$ cat src/hw/rtl/ggh_pkg.sv
// types and constants of the go-to-goal heading controller
package ggh_pkg;
   localparam int PX_W           = 12;
   localparam int POS_W          = 16;
   localparam int ANG_W          = 16;
   localparam int DIM_W          = 13;
   localparam int SPEED_W        = 8;
   localparam int DRIVE_W        = 9;
   localparam int CSR_IDX_W      = 8;
   localparam int FRAC_POS       = 11;
   localparam int ZW             = 20;
   localparam int ANGLE_W        = ZW - 3;
   localparam int ERR_W          = 18;
   localparam int CORDIC_STEPS   = 16;

   localparam logic signed [ERR_W-1:0] PI_Q13         = 18'sd25736;
   localparam logic signed [ERR_W-1:0] TWO_PI_Q13     = 18'sd51472;
   localparam logic signed [ERR_W-1:0] TURN_LIMIT_Q13 = 18'sd2457;
   localparam logic signed [ZW-1:0]    HALF_PI_Q16    = 20'sd102944;
   localparam int FAR_SHIFT = 2 * FRAC_POS;

   localparam logic [DIM_W-1:0]   RST_SCREEN_WIDTH  = 13'd1920;
   localparam logic [DIM_W-1:0]   RST_SCREEN_HEIGHT = 13'd1080;
   localparam logic [SPEED_W-1:0] RST_FORWARD_SPEED = 8'd5;
   localparam logic [SPEED_W-1:0] RST_TURN_SPEED    = 8'd10;

   // arctangent of 2^-i in units of 2^-16 rad
   localparam logic signed [ZW-1:0] ATAN_TAB [CORDIC_STEPS] = '{
      20'sd51472, 20'sd30386, 20'sd16055, 20'sd8150, 20'sd4091, 20'sd2047,
      20'sd1024,  20'sd512,   20'sd256,   20'sd128,  20'sd64,   20'sd32,
      20'sd16,    20'sd8,     20'sd4,     20'sd2
   };

   typedef enum logic [CSR_IDX_W-1:0] {
      REG_SCREEN_WIDTH  = 8'd0,
      REG_SCREEN_HEIGHT = 8'd1,
      REG_FORWARD_SPEED = 8'd2,
      REG_TURN_SPEED    = 8'd3
   } csr_index_type;

   // control travelling beside each pipeline section
   typedef struct packed {
      logic advance;
      logic valid;
   } stage_ctl_type;
endpackage

$ cat src/hw/rtl/ggh_div_pipe.sv
// two-lane pipelined restoring divider, one quotient bit per stage
module ggh_div_pipe import ggh_pkg::*; #(
   parameter int NUM_W  = 27,
   parameter int SIDE_W = 48
) (
   input  logic              clock,
   input  logic              reset,
   input  stage_ctl_type     ctl_i,
   input  logic [NUM_W-1:0]  num_x_i,
   input  logic [NUM_W-1:0]  num_y_i,
   input  logic [DIM_W-1:0]  den_x_i,
   input  logic [DIM_W-1:0]  den_y_i,
   input  logic [SIDE_W-1:0] side_i,
   output logic              valid_o,
   output logic [NUM_W-1:0]  quo_x_o,
   output logic [NUM_W-1:0]  quo_y_o,
   output logic [SIDE_W-1:0] side_o
);
   logic [NUM_W-1:0]  valid_ff;
   logic [NUM_W-1:0]  num_x_ff [NUM_W];
   logic [NUM_W-1:0]  num_y_ff [NUM_W];
   logic [NUM_W-1:0]  quo_x_ff [NUM_W];
   logic [NUM_W-1:0]  quo_y_ff [NUM_W];
   logic [DIM_W-1:0]  rem_x_ff [NUM_W];
   logic [DIM_W-1:0]  rem_y_ff [NUM_W];
   logic [SIDE_W-1:0] side_ff  [NUM_W];

   for (genvar s = 0; s < NUM_W; s++) begin : g_stage
      logic [NUM_W-1:0]  num_x, num_y, quo_x, quo_y;
      logic [DIM_W-1:0]  rem_x, rem_y;
      logic [SIDE_W-1:0] side;
      logic              valid;
      logic [DIM_W:0]    trial_x, trial_y;
      logic [DIM_W-1:0]  rem_x_in, rem_y_in;
      logic              bit_x, bit_y;

      if (s == 0) begin : g_first
         assign num_x = num_x_i;
         assign num_y = num_y_i;
         assign quo_x = '0;
         assign quo_y = '0;
         assign rem_x = '0;
         assign rem_y = '0;
         assign side  = side_i;
         assign valid = ctl_i.valid;
      end else begin : g_next
         assign num_x = num_x_ff[s-1];
         assign num_y = num_y_ff[s-1];
         assign quo_x = quo_x_ff[s-1];
         assign quo_y = quo_y_ff[s-1];
         assign rem_x = rem_x_ff[s-1];
         assign rem_y = rem_y_ff[s-1];
         assign side  = side_ff[s-1];
         assign valid = valid_ff[s-1];
      end

      always_comb begin
         trial_x  = {rem_x, num_x[NUM_W-1]};
         trial_y  = {rem_y, num_y[NUM_W-1]};
         bit_x    = (trial_x >= {1'b0, den_x_i});
         bit_y    = (trial_y >= {1'b0, den_y_i});
         rem_x_in = bit_x ? DIM_W'(trial_x - {1'b0, den_x_i}) : trial_x[DIM_W-1:0];
         rem_y_in = bit_y ? DIM_W'(trial_y - {1'b0, den_y_i}) : trial_y[DIM_W-1:0];
      end

      always_ff @(posedge clock) begin
         if (reset) begin
            valid_ff[s] <= 1'b0;
         end else if (ctl_i.advance) begin
            valid_ff[s] <= valid;
         end
      end

      always_ff @(posedge clock) begin
         if (ctl_i.advance) begin
            num_x_ff[s] <= num_x << 1;
            num_y_ff[s] <= num_y << 1;
            quo_x_ff[s] <= {quo_x[NUM_W-2:0], bit_x};
            quo_y_ff[s] <= {quo_y[NUM_W-2:0], bit_y};
            rem_x_ff[s] <= rem_x_in;
            rem_y_ff[s] <= rem_y_in;
            side_ff[s]  <= side;
         end
      end
   end

   assign valid_o = valid_ff[NUM_W-1];
   assign quo_x_o = quo_x_ff[NUM_W-1];
   assign quo_y_o = quo_y_ff[NUM_W-1];
   assign side_o  = side_ff[NUM_W-1];
endmodule

$ cat config.mk
export PLATFORM = sky130hd
export DESIGN_NAME = ggh_div_pipe
export DESIGN_NICKNAME = d
export VERILOG_FILES = /design/src/hw/rtl/ggh_pkg.sv /design/src/hw/rtl/ggh_div_pipe.sv
export SDC_FILE = /design/constraint.sdc
export NUM_CORES = 2
export LEC_CHECK = 0
export ABC_AREA = 1
export BUFFER_PORTS_ARGS = -buffer_cell sky130_fd_sc_hd__buf_4
export CAP_MARGIN = 30
export CORE_ASPECT_RATIO = 1.25
export CORE_MARGIN = 5
export CORE_UTILIZATION = 40
export CTS_CLUSTER_SIZE = 12
export DETAILED_ROUTE_END_ITERATION = 8
export PLACE_DENSITY = 0.59
export SETUP_SLACK_MARGIN = 0.5
export SLEW_MARGIN = 20
export SYNTH_ARGS = -nofsm -noshare
export SYNTH_HDL_FRONTEND = slang
export SYNTH_MEMORY_MAX_BITS = 65536
export SYNTH_SLANG_ARGS = --single-unit
$ cat constraint.sdc
create_clock -name clock -period 3 [get_ports clock]
set_input_delay 0.3 -clock clock [delete_from_list [all_inputs] [get_ports clock]]
set_output_delay 0.3 -clock clock [all_outputs]
set_load 0.02 [all_outputs]
==> metrics <==
Req. time, crit path=between 3 and 4 ns; NetSw=around 57000 µW; CTS Sinks=3457; Area contributors post-synth=edfxtp_1, nand2_1, ha_1; FF-to-FF Start=num_x_ff[18][25]$_DFFE_PP_; LEAKAGE=approximately 0.078 µW; Post-DRT Antenna Nets=0; first-pass GRT wire length=between 500000 and 600000 µm; CP Capture Type=flip-flop; combinational fraction of design power=0.327; Total Routing Usage GR=0.1570; dpl cells=19230; Internal=107200 µW; Reg2Reg Capture Point=rem_x_ff[9][19]$_DFFE_PP_; Die ar.=408500 µm²; worst skew pair latency=0.95 ns; commonest non-fill, non-tap cell in the layout=nand2_1; DIE WIDTH=about 570 µm; minimum clock period=2.368 ns; placed wire-length estimate=223000 µm; status=complete, no violations; Max Clock Freq=around 0.42 GHz; PwrDens=about 900 nW/µm²; maxcap violations=0; Synth Register Bits=3457; CTS tree=built; CTS Buf Count=364; area grow syn2layout=14.64%; cell area after synthesis=158300 µm²; core area=394800 µm²; initial drt markers=5524; R2R depth=10; Non-Filler Instances=~20000; setup ws final=between 0.6 and 0.7 ns; hold_sp=side_i[12]; most frequent cells in the layout=nand2_1, edfxtp_1, inv_1, ha_1, nand3_1; Mapped Avg Cell Area=11.56 µm²; share of cells above drive strength 1=0.1210; Worst Hold Class=in -> reg; Worst Max-Slew Pin Slew=0.8073 ns; Initial Util=0.4010; postcts setup bufs=0; DIE HEIGHT=between 700 and 800 µm; Synth top area share=0.6506; via/cell ratio=4.699; Pins Over Slew Limit=0; DRC=0; vias in the first global route=93840; Final Hold Viols=0; CTS root buffer=clkbuf_16; sequential share of the synthesized area=0.6540; worst vdd ir=0.5665 mV; CTS max path bufs=4; Finish-stage setup viols=0; I/O Pins=235; Slew HR=0.4618; crit path launch=num_x_ff[18][25]$_DFFE_PP_; unique cell type count in the Yosys netlist=41; I/O Buffers=approximately 230; r2r setup slk=0.63 ns; initial antenna violation count=7; Max H-tree Level=5; clock-pin transition on the worst setup and hold timing paths=0.06 ns; switching power share of the total=0.3466; First-pass DRT Iterations=8; via count=93900; Mapped Cells=~14000; crit path DAT=roughly 3.0 ns; pre-CTS WS=0.2473 ns; Post-Route WL=323800 µm; RSZ-0062 raised after global routing=no; Post-Syn Nets=between 10000 and 15000; yosys warns=0; Worst Hold End=side_ff[0][12]$_DFFE_PP_; clk_skew=0.06189 ns; Yosys top cell by area=edfxtp_1; Clock power frac=0.261; total gr overflow=0; Hold Path Depth=2; Sequential Power Share=0.412; CP Launch Type=flip-flop; CP Class=reg -> reg; row cnt=258; setup TNS=0 ns; largest net degree at the start of global routing=about 110; Final period util=0.7894; RePlAce Congestion=0.8768; CP Max Fanout=20; wire length per cell=16.21 µm; layout net count=15450
## stage by stage
step / instance area (µm²) / hold slack, ns / power, µW / util
6_report: 181500 / 0.09355 / 164100 / 0.4597
5_1_grt: 181500 / 0.03170 / 176200 / 0.4597
4_1_cts: 181400 / 0.0002254 / 166200 / 0.4596
3_5_place_dp: 168400 / 0.4045 / 122100 / 0.4265
3_3_place_gp: 168400 / 0.4001 / 121700 / 0.4265
2_1_floorplan: 158300 / 0.3989 / 108600 / -
## synth_stat cells (all sizes together)
master,number
inv,2294
xor2,274
nor3,21
a21oi,265
clkinv,2
dfxtp,27
nand2b,1
nand4,560
o21ai,338
and2,24
buf,133
ha,680
edfxtp,3430
nor2,562
fa,50
nand3,862
clkbuf,5
xnor2,50
o211ai,2
nand2,4109
nor4,5
## state kept, by name, indices dropped and copies added, names as in the netlist
register / flops
g_stage.valid: 26
num_x_ff: 351
num_y_ff: 351
quo_x_ff: 378
quo_y_ff: 378
rem_x_ff: 338
rem_y_ff: 338
side_ff: 1296
valid_o: 1
## cell type report
type                            count  area, µm²
Inverter                         2296       8622
Clock buffer                      421       9387
Tap cell                         5200       6506
Multi-Input combinational cell   7804      44800
Sequential cell                  3457     103500
Antenna cell                        2      5.005
Clock inverter                    142       1797
Fill cell                       35950     213300
Timing Repair Buffer              661       6843
## what timing repair did
| action | 4_1_cts | 5_1_grt |
|---|---|---|
| hold buffers | 186 | 0 |
| gates resized for setup | 0 | 9 |
| setup endpoints to repair | 0 | 26 |
| hold endpoints to repair | 164 | 0 |
## power by group through the flow
stage          Combinational [µW]  Clock (µW)  Sequential [µW]
6_report                    53700       42800            67600
5_1_grt                     61500       46500            68200
4_1_cts                     54000       44600            67700
3_5_place_dp                53500           0            68600
3_3_place_gp                53000           0            68700
2_1_floorplan               42400           0            66200
## per-layer routing
layer	part of all wire	vias up	global-route usage
met4	0.032	2	0.04953
li1	-	47850	-
met3	0.040	569	0.02142
met2	0.49	1527	0.2747
met1	0.43	43950	0.2017
met5	0.000022	-	0
## worst max path at each step
stage                     cells past startpoint                             to  slack, ns
after detailed placement                     12      rem_y_ff[0][19]$_DFFE_PP_       0.25
after global placement                       12      rem_y_ff[1][88]$_DFFE_PP_       0.29
after global routing                         10      rem_y_ff[1][28]$_DFFE_PP_       0.51
after floorplan                              11       rem_x_ff[8][7]$_DFFE_PP_       0.67
after CTS                                     6  g_stage[1].valid$_SDFFE_PP0P_       0.56
final                                        10      rem_x_ff[9][19]$_DFFE_PP_       0.63
## cell families after synthesis
logic type,synth area share
compound gates,0.02428
xor+xnor,0.01792
fa+ha+maj,0.06006
buf+inv,0.06329
flops,0.6540
simple gates,0.1804
## worst max-delay path, stage by stage (launching register included)
cell and delay, ns:
edfxtp_1 0.44, inv_1 0.10, ha_1 0.22, fa_1 0.41, inv_1 0.13, nand2_1 0.08
nand3_2 0.08, nand2_2 0.12, nand3_2 0.10, buf_4 0.26, o21ai_1 0.08
Note: power is estimated with default switching activity, not from simulation.
