### src/hw/rtl/ggh_pkg.sv
// types and constants of the go-to-goal heading controller
package ggh_pkg;
   localparam int PX_W           = 12;
   localparam int POS_W          = 16;
   localparam int ANG_W          = 16;
   localparam int DIM_W          = 13;
   localparam int SPEED_W        = 8;
   localparam int DRIVE_W        = 9;
   localparam int CSR_IDX_W      = 8;
   localparam int FRAC_POS       = 11;
   localparam int ZW             = 20;
   localparam int ANGLE_W        = ZW - 3;
   localparam int ERR_W          = 18;
   localparam int CORDIC_STEPS   = 16;

   localparam logic signed [ERR_W-1:0] PI_Q13         = 18'sd25736;
   localparam logic signed [ERR_W-1:0] TWO_PI_Q13     = 18'sd51472;
   localparam logic signed [ERR_W-1:0] TURN_LIMIT_Q13 = 18'sd2457;
   localparam logic signed [ZW-1:0]    HALF_PI_Q16    = 20'sd102944;
   localparam int FAR_SHIFT = 2 * FRAC_POS;

   localparam logic [DIM_W-1:0]   RST_SCREEN_WIDTH  = 13'd1920;
   localparam logic [DIM_W-1:0]   RST_SCREEN_HEIGHT = 13'd1080;
   localparam logic [SPEED_W-1:0] RST_FORWARD_SPEED = 8'd5;
   localparam logic [SPEED_W-1:0] RST_TURN_SPEED    = 8'd10;

   // arctangent of 2^-i in units of 2^-16 rad
   localparam logic signed [ZW-1:0] ATAN_TAB [CORDIC_STEPS] = '{
      20'sd51472, 20'sd30386, 20'sd16055, 20'sd8150, 20'sd4091, 20'sd2047,
      20'sd1024,  20'sd512,   20'sd256,   20'sd128,  20'sd64,   20'sd32,
      20'sd16,    20'sd8,     20'sd4,     20'sd2
   };

   typedef enum logic [CSR_IDX_W-1:0] {
      REG_SCREEN_WIDTH  = 8'd0,
      REG_SCREEN_HEIGHT = 8'd1,
      REG_FORWARD_SPEED = 8'd2,
      REG_TURN_SPEED    = 8'd3
   } csr_index_type;

   // control travelling beside each pipeline section
   typedef struct packed {
      logic advance;
      logic valid;
   } stage_ctl_type;
endpackage

### src/hw/rtl/ggh_cordic_pipe.sv
// vectoring cordic, one iteration per stage
module ggh_cordic_pipe import ggh_pkg::*; #(
   parameter int CW     = 32,
   parameter int SIDE_W = 18
) (
   input  logic                 clock,
   input  logic                 reset,
   input  stage_ctl_type        ctl_i,
   input  logic signed [CW-1:0] x_i,
   input  logic signed [CW-1:0] y_i,
   input  logic signed [ZW-1:0] z_i,
   input  logic [SIDE_W-1:0]    side_i,
   output logic                 valid_o,
   output logic signed [ZW-1:0] z_o,
   output logic [SIDE_W-1:0]    side_o
);
   logic [CORDIC_STEPS-1:0] valid_ff;
   logic signed [CW-1:0]    x_ff    [CORDIC_STEPS];
   logic signed [CW-1:0]    y_ff    [CORDIC_STEPS];
   logic signed [ZW-1:0]    z_ff    [CORDIC_STEPS];
   logic [SIDE_W-1:0]       side_ff [CORDIC_STEPS];

   for (genvar i = 0; i < CORDIC_STEPS; i++) begin : g_iter
      logic signed [CW-1:0] x, y, xs, ys;
      logic signed [ZW-1:0] z;
      logic [SIDE_W-1:0]    side;
      logic                 valid;

      if (i == 0) begin : g_first
         assign x     = x_i;
         assign y     = y_i;
         assign z     = z_i;
         assign side  = side_i;
         assign valid = ctl_i.valid;
      end else begin : g_next
         assign x     = x_ff[i-1];
         assign y     = y_ff[i-1];
         assign z     = z_ff[i-1];
         assign side  = side_ff[i-1];
         assign valid = valid_ff[i-1];
      end

      // floor shifts
      assign xs = x >>> i;
      assign ys = y >>> i;

      always_ff @(posedge clock) begin
         if (reset) begin
            valid_ff[i] <= 1'b0;
         end else if (ctl_i.advance) begin
            valid_ff[i] <= valid;
         end
      end

      always_ff @(posedge clock) begin
         if (ctl_i.advance) begin
            side_ff[i] <= side;
            if (y > 0) begin
               x_ff[i] <= x + ys;
               y_ff[i] <= y - xs;
               z_ff[i] <= z + ATAN_TAB[i];
            end else begin
               x_ff[i] <= x - ys;
               y_ff[i] <= y + xs;
               z_ff[i] <= z - ATAN_TAB[i];
            end
         end
      end
   end

   assign valid_o = valid_ff[CORDIC_STEPS-1];
   assign z_o     = z_ff[CORDIC_STEPS-1];
   assign side_o  = side_ff[CORDIC_STEPS-1];
endmodule

### config.mk
export PLATFORM = sky130hd
export DESIGN_NAME = ggh_cordic_pipe
export DESIGN_NICKNAME = d
export VERILOG_FILES = /design/src/hw/rtl/ggh_pkg.sv /design/src/hw/rtl/ggh_cordic_pipe.sv
export SDC_FILE = /design/constraint.sdc
export NUM_CORES = 2
export LEC_CHECK = 0
export BUFFER_PORTS_ARGS = -buffer_cell sky130_fd_sc_hd__buf_4
export CAP_MARGIN = 20
export CORE_MARGIN = 4
export CORE_UTILIZATION = 52
export CTS_BUF_LIST = sky130_fd_sc_hd__clkbuf_4 sky130_fd_sc_hd__clkbuf_8
export CTS_CLUSTER_DIAMETER = 200
export DETAILED_ROUTE_END_ITERATION = 6
export PLACE_DENSITY_LB_ADDON = 0.3
export SLEW_MARGIN = 30
export SYNTH_ARGS = -nofsm -noshare
export SYNTH_HDL_FRONTEND = slang
export SYNTH_SLANG_ARGS = --single-unit
### constraint.sdc
create_clock -name clock -period 13.2 [get_ports clock]
set_input_delay 1.32 -clock clock [delete_from_list [all_inputs] [get_ports clock]]
set_output_delay 1.32 -clock clock [all_outputs]
set_load 0.03 [all_outputs]
==> impl_metrics.yaml <==
clock_network:
  cts-buffers-inserted: 286
  cts_setup_buffers: 0
  clk_transition_reported_paths_ns: 0.06
  postCtsResizedCells: 0
  cts_root_buffer: "clkbuf_8"
  clock_tree_from_tritoncts: "done"
  post_cts_hold_buffer_count: 0
  cts_num_sinks: 1537
  buffer_depth_of_the_longest_clock_path: 4
  htree_levels: 5
  clock_insertion_delay_worst_skew_ns: 1.08
logic_synthesis:
  post_synth_inst_count: 11500
  synth_compound_area_frac: 0.180
  syn_area_per_cell_um2: 10.0
  synth-xor-area-share: 0.123
  synth_seq_cells: 1537
  main_combinational_cell_family_by_area_after_synthesis: "compound AO/OA/AOI/OAI gates"
  mappedNetlistNets: 12900
  yosys_warning_count: 0
  synth-simple-area-share: 0.125
  synth_cell_types: 86
  post-synth-top-area-cell: "edfxtp_1"
  synth-seq-area-share: 0.399
  yosys.area.top_type_share: 0.397
  synth.top_cells.by_area: "edfxtp_1, ha_1, xnor2_1, a21oi_1, xor2_1"
  synthArstFlopShare: 0
  synth_flop_cell: "edfxtp_1"
  post_synth_adder_cell_area: 0.137
  portion_of_netlist_area_occupied_by_mux_cells: 0.00901
  synth-edff-count: 1521
  synth.cell_area_mm2: 0.115
final_layout:
  register_area_mm2: 0.0460
  area.growth.synth_to_final_pct: 8.60
  fillers: 18900
  drive_gt1_frac: 0.0636
  fin_nets: 13100
  multi_input_comb_area_mm2: 0.0662
global_routing:
  grt_pass1_vias: 86800
  grt_antenna_before_repair: 5
  global_route.overflow_total: 0
  grt_first_pass_wirelength_mm: 472
  grt_start_max_net_pins: 137
  global_route.usage.total: 0.255
detailed_routing:
  avgRoutedWirePerCell_um: 20.2
  drc: 0
  drt.antenna.violating_nets: 0
  via_count: 89300
  detailed_route_iter0_violations: 6684
  detailedRoute.firstPassIterationCount: 5
  routed_via_density: 5.98
  wl_mm: 301
critical_path:
  endpoint_arrival_time_on_the_critical_path_ns: 8.84
  ff2ff_setup_slack_ns: 5.27
  end_kind: "register"
  required_time_of_the_worst_setup_path_ns: 14.11
  crit_path_max_fanout: 20
  rr_endpoint: "x_ff[1][125]"
  cp-start-kind: "register"
  worstSetupEndpoint: "x_ff[1][125]"
  critical_path_class: "reg2reg"
  crit-reg2reg-launch: "y_ff[1][78]"
  worstSetupStartpoint: "y_ff[1][78]"
  r2r_cells: 22
placed_design:
  pre_cts_ws_ns: 5.31
  place.detailed.hpwl_mm: 237
  io_buffers: 144
  place.gp.congestion: 0.973
worst_hold_path:
  hold_class: "reg2reg"
outcome:
  run_status: "completed"
floorplan:
  row_count: 172
  start_util: 0.524
  placeableCoreArea_mm2: 0.220
  fp.dieArea_mm2: 0.229
  dieHeight_um: 479
  die_w_um: 479
  total_i_o_pin_count: 145
timing:
  fin_crit_ns: 7.93
  fin_ws_ns: 5.27
  max-slew-margin-rel: 0.291
  finalClockSkew_ns: 0.104
  timing.setup.tns_ns: 0
  hold_violations: 0
  drv_slew: 0
  max_clock_freq_mhz: 126
  finalCritPeriodShare: 0.601
  rsz0062_at_grt: "false"
  tightest_slew_ns: 1.05
  report.final.setup_viol: 0
run:
  cap_violations: 0
==> critical path: stages, from the launching register on <==
cell	delay, ns
edfxtp_1	0.46
or4_1	0.58
or3_1	0.32
or4_1	0.50
nor2_1	0.12
nand2_1	0.20
nor3_1	0.42
o21ai_2	0.29
inv_1	0.63
buf_4	0.38
nor2_1	0.08
xnor2_1	0.21
ha_1	0.31
o21ai_0	0.13
a21boi_0	0.19
o21a_1	0.25
o21ai_0	0.58
o31ai_1	0.23
a21o_1	0.22
o41ai_1	0.79
o31ai_1	0.30
or4_1	0.47
nand4_1	0.12
==> cell families (layout without fill, tap and decap cells) <==
logic type | count (synthesis) | count (layout)
xor+xnor | 1617 | 1617
flops | 1537 | 1537
simple gates | 2944 | 2944
mux | 100 | 100
compound gates | 3277 | 3277
fa+ha+maj | 1230 | 1230
buf+inv | 813 | 1260
other cells | 0 | 8
==> final cells by class <==
cell class	instances	share of cell area
tap	2958	0.0296
sequential	1537	0.368
multi-input combinational	9168	0.529
antenna	8	0.000160
clock buffer	352	0.0358
clock inverter	125	0.00795
timing repair buffer	199	0.0124
inverter	584	0.0175
==> registers in the layout (all words and copies together) (netlist names) <==
register / cells
y_ff: 479
x_ff: 434
z_ff: 320
side_ff: 288
g_iter.valid: 15
valid_o: 1
==> metal layers <==
layer | GRT usage | up-vias | share of wire
met4 | 0.101 | 0 | 0.040
met5 | 0 | - | 0
met2 | 0.439 | 2671 | 0.48
met3 | 0.0324 | 653 | 0.054
li1 | - | 43200 | -
met1 | 0.326 | 42800 | 0.42
==> through the flow <==
step	std cells	hold slack (ns)	util	instance area, um2
2_1_floorplan	11500	0.400	-	115000
3_3_place_gp	14400	0.400	0.544	120000
3_5_place_dp	14400	0.405	0.544	120000
4_1_cts	14900	0.318	0.569	125000
5_1_grt	14900	0.322	0.569	125000
6_report	14900	0.344	0.569	125000
==> cells in the final DEF (no fill, tap or decap), drive strengths merged, types with 22 or more instances in the layout <==
cell / netlist / final
edfxtp: 1521 / 1521
ha: 1185 / 1185
xnor2: 1100 / 1100
a21oi: 989 / 989
nor2: 823 / 823
o21ai: 729 / 729
nand2: 663 / 663
inv: 577 / 583
xor2: 517 / 517
a21o: 436 / 436
clkbuf: 198 / 352
nor3: 258 / 258
nand2b: 213 / 213
buf: 31 / 199
nand3: 193 / 193
o31ai: 181 / 181
o21a: 169 / 169
nor2b: 166 / 166
o21bai: 145 / 145
or3: 128 / 128
nor4: 103 / 103
clkinv: 7 / 101
a211oi: 86 / 86
nand4: 82 / 82
o41ai: 81 / 81
and3: 74 / 74
a31oi: 73 / 73
mux2i: 71 / 71
or4: 68 / 68
a21boi: 56 / 56
or2: 50 / 50
o211ai: 49 / 49
and2: 47 / 47
fa: 45 / 45
a2111oi: 31 / 31
mux2: 29 / 29
o31a: 23 / 23
a211o: 22 / 22
o2111ai: 22 / 22
==> synthesized netlist by cell type, types with 65 or more instances <==
master	instances
a211oi_1	86
a21o_1	436
a21oi_1	989
a31oi_1	73
and3_1	74
clkbuf_1	198
edfxtp_1	1521
ha_1	1185
inv_1	576
mux2i_1	71
nand2_1	663
nand2b_1	213
nand3_1	193
nand4_1	82
nor2_1	823
nor2b_1	166
nor3_1	257
nor4_1	103
o21a_1	169
o21ai_0	719
o21bai_1	145
o31ai_1	181
o41ai_1	79
or3_1	127
or4_1	65
xnor2_1	1100
xor2_1	517
==> worst min-delay path by stage <==
stage | cells past startpoint | start | slack, ns | to
after floorplan | 0 | side_ff[0][82] | 0.40 | side_ff[0][100]
after global placement | 0 | side_ff[0][126] | 0.40 | side_ff[1][0]
after detailed placement | 0 | side_ff[0][104] | 0.40 | side_ff[0][122]
after CTS | 1 | side_i[0] | 0.32 | side_ff[0][0]
after global routing | 1 | side_i[0] | 0.32 | side_ff[0][0]
final | 0 | z_ff[1][120] | 0.34 | z_ff[1][140]
Power is not shown: default switching activity piles up to over one toggle a cycle in this logic, so the estimate is an artifact.
